### src/rtl/hkm_pkg.sv
// Shared types and constants for the key to dense identifier mapper.
package hkm_pkg;

    // Fixed field widths.
    localparam int KEY_W = 31;

    // Input opcodes.
    localparam logic OP_INSERT = 1'b0;
    localparam logic OP_CLEAR  = 1'b1;

    // Kind of result that the controller asks the datapath to commit.
    typedef logic [1:0] t_kind;
    localparam t_kind KIND_CLEAR = 2'd0;
    localparam t_kind KIND_HIT   = 2'd1;
    localparam t_kind KIND_MISS  = 2'd2;

    // Commands from the controller to the datapath.
    typedef struct packed {
        logic  load;          // capture the accepted item
        logic  rd_head;       // read the bucket head pointer
        logic  rd_from_head;  // read the pool entry named by the head pointer
        logic  rd_from_next;  // read the pool entry named by the next link
        logic  mark_head;     // the bucket head belongs to the current map
        logic  commit;        // update state and load the result register
        t_kind kind;          // what to commit
    } t_cmd;

    // Status from the datapath to the controller.
    typedef struct packed {
        logic in_clear;      // the offered item is a clear
        logic head_live;     // head pointer is below the entry count
        logic key_hit;       // entry just read holds the key
        logic bucket_match;  // entry just read lies in the key's bucket
        logic chain_end;     // entry just read ends its chain
        logic first;         // entry just read is the chain head
        logic out_free;      // result register can take a new result
    } t_status;

endpackage

### src/rtl/hkm_ctrl.sv
// Controller state machine of the mapper: item accept, chain walk sequencing, result commit.
module hkm_ctrl
    import hkm_pkg::*;
(
    input  logic    i_clk,
    input  logic    i_rst_n,
    input  logic    i_in_valid,
    output logic    o_in_stall,
    input  t_status i_status,
    output t_cmd    o_cmd
);

    localparam logic [2:0] S_IDLE      = 3'd0;
    localparam logic [2:0] S_RD_HEAD   = 3'd1;
    localparam logic [2:0] S_CHK_HEAD  = 3'd2;
    localparam logic [2:0] S_CHK_ENTRY = 3'd3;
    localparam logic [2:0] S_FIN       = 3'd4;

    logic [2:0] r_state;
    logic [2:0] n_state;
    t_kind      r_kind;
    t_kind      n_kind;

    // Next state and commands.
    always_comb begin
        n_state = r_state;
        n_kind  = r_kind;
        o_cmd   = '0;
        o_cmd.kind = r_kind;
        unique case (r_state)
            S_IDLE: begin
                if (i_in_valid) begin
                    o_cmd.load = 1'b1;
                    if (i_status.in_clear) begin
                        n_kind  = KIND_CLEAR;
                        n_state = S_FIN;
                    end else begin
                        n_state = S_RD_HEAD;
                    end
                end
            end
            S_RD_HEAD: begin
                o_cmd.rd_head = 1'b1;
                n_state       = S_CHK_HEAD;
            end
            S_CHK_HEAD: begin
                // A head pointer at or above the entry count is stale.
                if (i_status.head_live) begin
                    o_cmd.rd_from_head = 1'b1;
                    n_state            = S_CHK_ENTRY;
                end else begin
                    n_kind  = KIND_MISS;
                    n_state = S_FIN;
                end
            end
            S_CHK_ENTRY: begin
                // A live head is current only if its entry lies in this bucket.
                o_cmd.mark_head = i_status.first && i_status.bucket_match;
                priority if (i_status.key_hit) begin
                    n_kind  = KIND_HIT;
                    n_state = S_FIN;
                end else if (i_status.first && !i_status.bucket_match) begin
                    n_kind  = KIND_MISS;
                    n_state = S_FIN;
                end else if (i_status.chain_end) begin
                    n_kind  = KIND_MISS;
                    n_state = S_FIN;
                end else begin
                    o_cmd.rd_from_next = 1'b1;
                end
            end
            S_FIN: begin
                // Commit once the result register has room.
                if (i_status.out_free) begin
                    o_cmd.commit = 1'b1;
                    n_state      = S_IDLE;
                end
            end
            default: begin
                n_state = S_IDLE;
            end
        endcase
    end

    // State registers.
    always_ff @(posedge i_clk) begin
        if (!i_rst_n) begin
            r_state <= S_IDLE;
            r_kind  <= KIND_CLEAR;
        end else begin
            r_state <= n_state;
            r_kind  <= n_kind;
        end
    end

    assign o_in_stall = (r_state != S_IDLE);

endmodule

### config.mk
export PLATFORM = sky130hd
export DESIGN_NAME = hkm_ctrl
export DESIGN_NICKNAME = d
export VERILOG_FILES = /design/src/rtl/hkm_pkg.sv /design/src/rtl/hkm_ctrl.sv
export SDC_FILE = /design/constraint.sdc
export NUM_CORES = 1
export LEC_CHECK = 0
export ABC_AREA = 1
export BUFFER_PORTS_ARGS = -buffer_cell sky130_fd_sc_hd__clkbuf_2
export CAP_MARGIN = 20
export CORE_AREA = 2 2 39 41
export CTS_CLUSTER_DIAMETER = 80
export DETAILED_ROUTE_END_ITERATION = 6
export DIE_AREA = 0 0 41 43
export REMOVE_ABC_BUFFERS = 1
export SYNTH_ARGS = -nofsm -noshare
export SYNTH_HDL_FRONTEND = slang
export SYNTH_SLANG_ARGS = --single-unit
export TNS_END_PERCENT = 20
### constraint.sdc
create_clock -name i_clk -period 1.7 [get_ports i_clk]
set_input_delay 0.085 -clock i_clk [delete_from_list [all_inputs] [get_ports i_clk]]
set_output_delay 0.085 -clock i_clk [all_outputs]
set_load 0.005 [all_outputs]
==> flow_summary.toml <==
[status]
status = "completed"

[floorplanning]
design.core.area_sq_um = 1380
initial_utilization_pct = 24.3
chipWidth_um = 41
chipHeight_um = 43
top_level_ports = 19
floorplan.rows = 14
die_area_sq_um = 1760

[setup_path]
timing.critical_path.arrival_ns = 1.22
crit_path_start_kind = "flop"
timing.critical_path.required_ns = 1.62
setup.worst_path.class = "reg -> out"
worst_setup_path_end_kind = "output pin"
critical_path.most_common_cell = "inv_1"
worst_path_cell_trace = "inv_1, nor2_2, nand3_2, inv_1, clkbuf_2"
critical-path-top-delay-family = "flip-flops"
cp_max_fo = 5
crit_buf_inv = 3
worst_path_max_delay_cell = "dfxtp_1"
slowest_delay_ns = 0.41

[synthesis]
share_of_synthesized_flip_flops_with_an_asynchronous_set_or_reset_pct = 0
synth_top_cells_by_area = "dfxtp_1, inv_1, nand2_1"
synth_sequential_area_ratio_pct = 29.7
syn-mean-instance-area_sq_um = 5.90
synthMostInstantiatedCell = "inv_1"
post_synth_instance_area_sq_um = 337
synth_top_area_share_pct = 29.7
postSynthRegisterBits = 5
netlist_instances = 57
number_of_warning_messages_in_the_yosys_log = 0
yosysUniqueCellTypes = 12
yosysTopAreaCell = "dfxtp_1"
synth_ff_type = "dfxtp_1"
number_of_flops_mapped_to_enable_cells_by_yosys = 0
netlist_top_cells_count = "inv_1, nand2_1, nor2_1, dfxtp_1, nor2_2"

[sta]
setup_viol = 0
tcrit_tclk_final_pct = 76.6
final_hold_viol_count = 0
grt_setup_unrepaired = "false"
relSlewSlack_pct = 82.7
min_cycle_time_layout_ns = 1.30
max_slew.worst_pin.slew_ns = 0.258
slew_violations = 0
skew_ns = 0.00285
timing.fmax_mhz = 768
setup_tns_ns = 0

[route]
postRouteAntennaNets = 0
dr.first_iter.drc_count = 14
detail_route.first_pass.iterations = 4
route.detailed.vias_per_inst = 4.24
drc_errors = 0
route.final.wire_length_um = 802
wl_per_cell_um = 8.44
detailroute.via_count = 403

[clock_tree]
post_cts_clock_slew_at_the_launch_and_capture_registers_of_the_worst_setup_and_hold_paths_ns = 0.04
clk_latency_ns = 0.25
cts_inserted_buffers = 3
tritoncts_num_sinks = 5
cts.repair.resized = 0
cts-root-to-sink-buffers = 2
cts_post_setup_buffers_inserted = 0
cts_tree = "yes"
cts-htree-levels = 1
cts_root_buffer = "clkbuf_4"
cts-hold-fix-buffers = 0

[placement]
portBuffers = 18
routabilityCongestion = 0.759
half_perimeter_wire_length_after_placement_um = 719

[global_route]
via_count_of_the_first_global_routing_pass = 373
number_of_antenna_violations_at_the_first_check_in_global_routing = 0
grt-ovfl-total = 0
global_route.usage.total_pct = 11.4
global_route_wire_length_before_repair_um = 1340
pin_count_of_the_biggest_net_entering_global_routing = 6

[pwr]
vdd_ir_drop_max_mv = 0.276
pd_cells_nw_per_um2 = 869
p_leak_nw = 0.282

[cells_and_area]
finish.net_count = 90
area_growth_syn_to_layout_pct = 40.5
n_antenna_cell = 0
finalCoreUtilization_pct = 34.2
drive_gt1_share_pct = 36.7

[run]
maxCapViolCount = 0

[hold_path]
timing.hold.worst.class = "in -> reg"
-- flip-flops by register name, summed over array words and instances, names as in the netlist --
signal   flops
r_kind       2
r_state      3
-- kinds of logic (layout without fill, tap and decap cells) --
| logic type | after synthesis | in the layout | synth area share [%] |
|---|---|---|---|
| DFF | 5 | 5 | 29.7 |
| AOI/OAI and AO/OA | 6 | 6 | 8.92 |
| and+or+nand+nor | 31 | 31 | 44.6 |
| buffers and inverters | 15 | 37 | 16.7 |
-- per-stage QoR --
stage                     instance area, sq um  power, mW  hold slack [ns]  setup WS (ns)  instances
after floorplan                            337      0.228            0.220          0.667         57
after global placement                     447      0.274            0.340          0.546         91
after detailed placement                   447      0.276            0.341          0.535         91
after CTS                                  473      0.418           0.0785          0.380         95
after global routing                       473      0.442            0.102          0.303         95
final                                      473      0.411           0.0845          0.397         95
-- path summary, 6_finish.rpt --
path,startpoint,to,slack [ns],cells after the start
max,r_state[0]$_SDFFE_PN0P_,o_cmd[4],0.40,5
min,i_rst_n,r_kind[0]$_SDFFE_PN0P_,0.08,3
max reg2reg,r_state[0]$_SDFFE_PN0P_,r_kind[1]$_SDFFE_PN0P_,0.54,7
min reg2reg,r_kind[0]$_SDFFE_PN0P_,r_kind[0]$_SDFFE_PN0P_,0.53,4
-- placed cells by master, fill, tap and decap left out --
cell,count
nand3_2,2
inv_2,1
o21ai_1,3
inv_1,14
nand2_1,10
nor3_1,1
nor2_1,8
clkbuf_2,18
clkbuf_1,1
dfxtp_1,5
nor2_2,5
nor4_1,1
a21oi_1,3
clkbuf_4,3
nand3_1,4
-- per-layer routing --
| metal | wire length (um) | vias up | global-route usage [%] |
|---|---|---|---|
| li1 | - | 221 | - |
| met1 | 363 | 166 | 13.5 |
| met2 | 371 | 14 | 16.9 |
| met3 | 43 | 2 | 1.57 |
| met4 | 23 | 0 | 10.0 |
| met5 | 0 | - | 0 |
-- worst reg2reg max path: cells and delay by family (launching register included) --
family,cells,cell delay (ns)
and+or+nand+nor,6,0.54
DFF,1,0.41
buffers and inverters,1,0.11
-- where the power goes --
part	internal [mW]	switching (mW)
Combinational	0.0530	0.0722
Clock	0.0888	0.0505
Sequential	0.133	0.0135
Total	0.275	0.136
-- cell type report --
| type | instances | area, sq um |
|---|---|---|
| multi-input combinational | 37 | 180 |
| tap | 16 | 20.0 |
| sequential | 5 | 100 |
| inverter | 15 | 56.3 |
| fill | 160 | 911 |
| clock buffer | 4 | 26.3 |
| timing repair buffer | 18 | 90.1 |
Note: power is estimated with default switching activity, not from simulation.
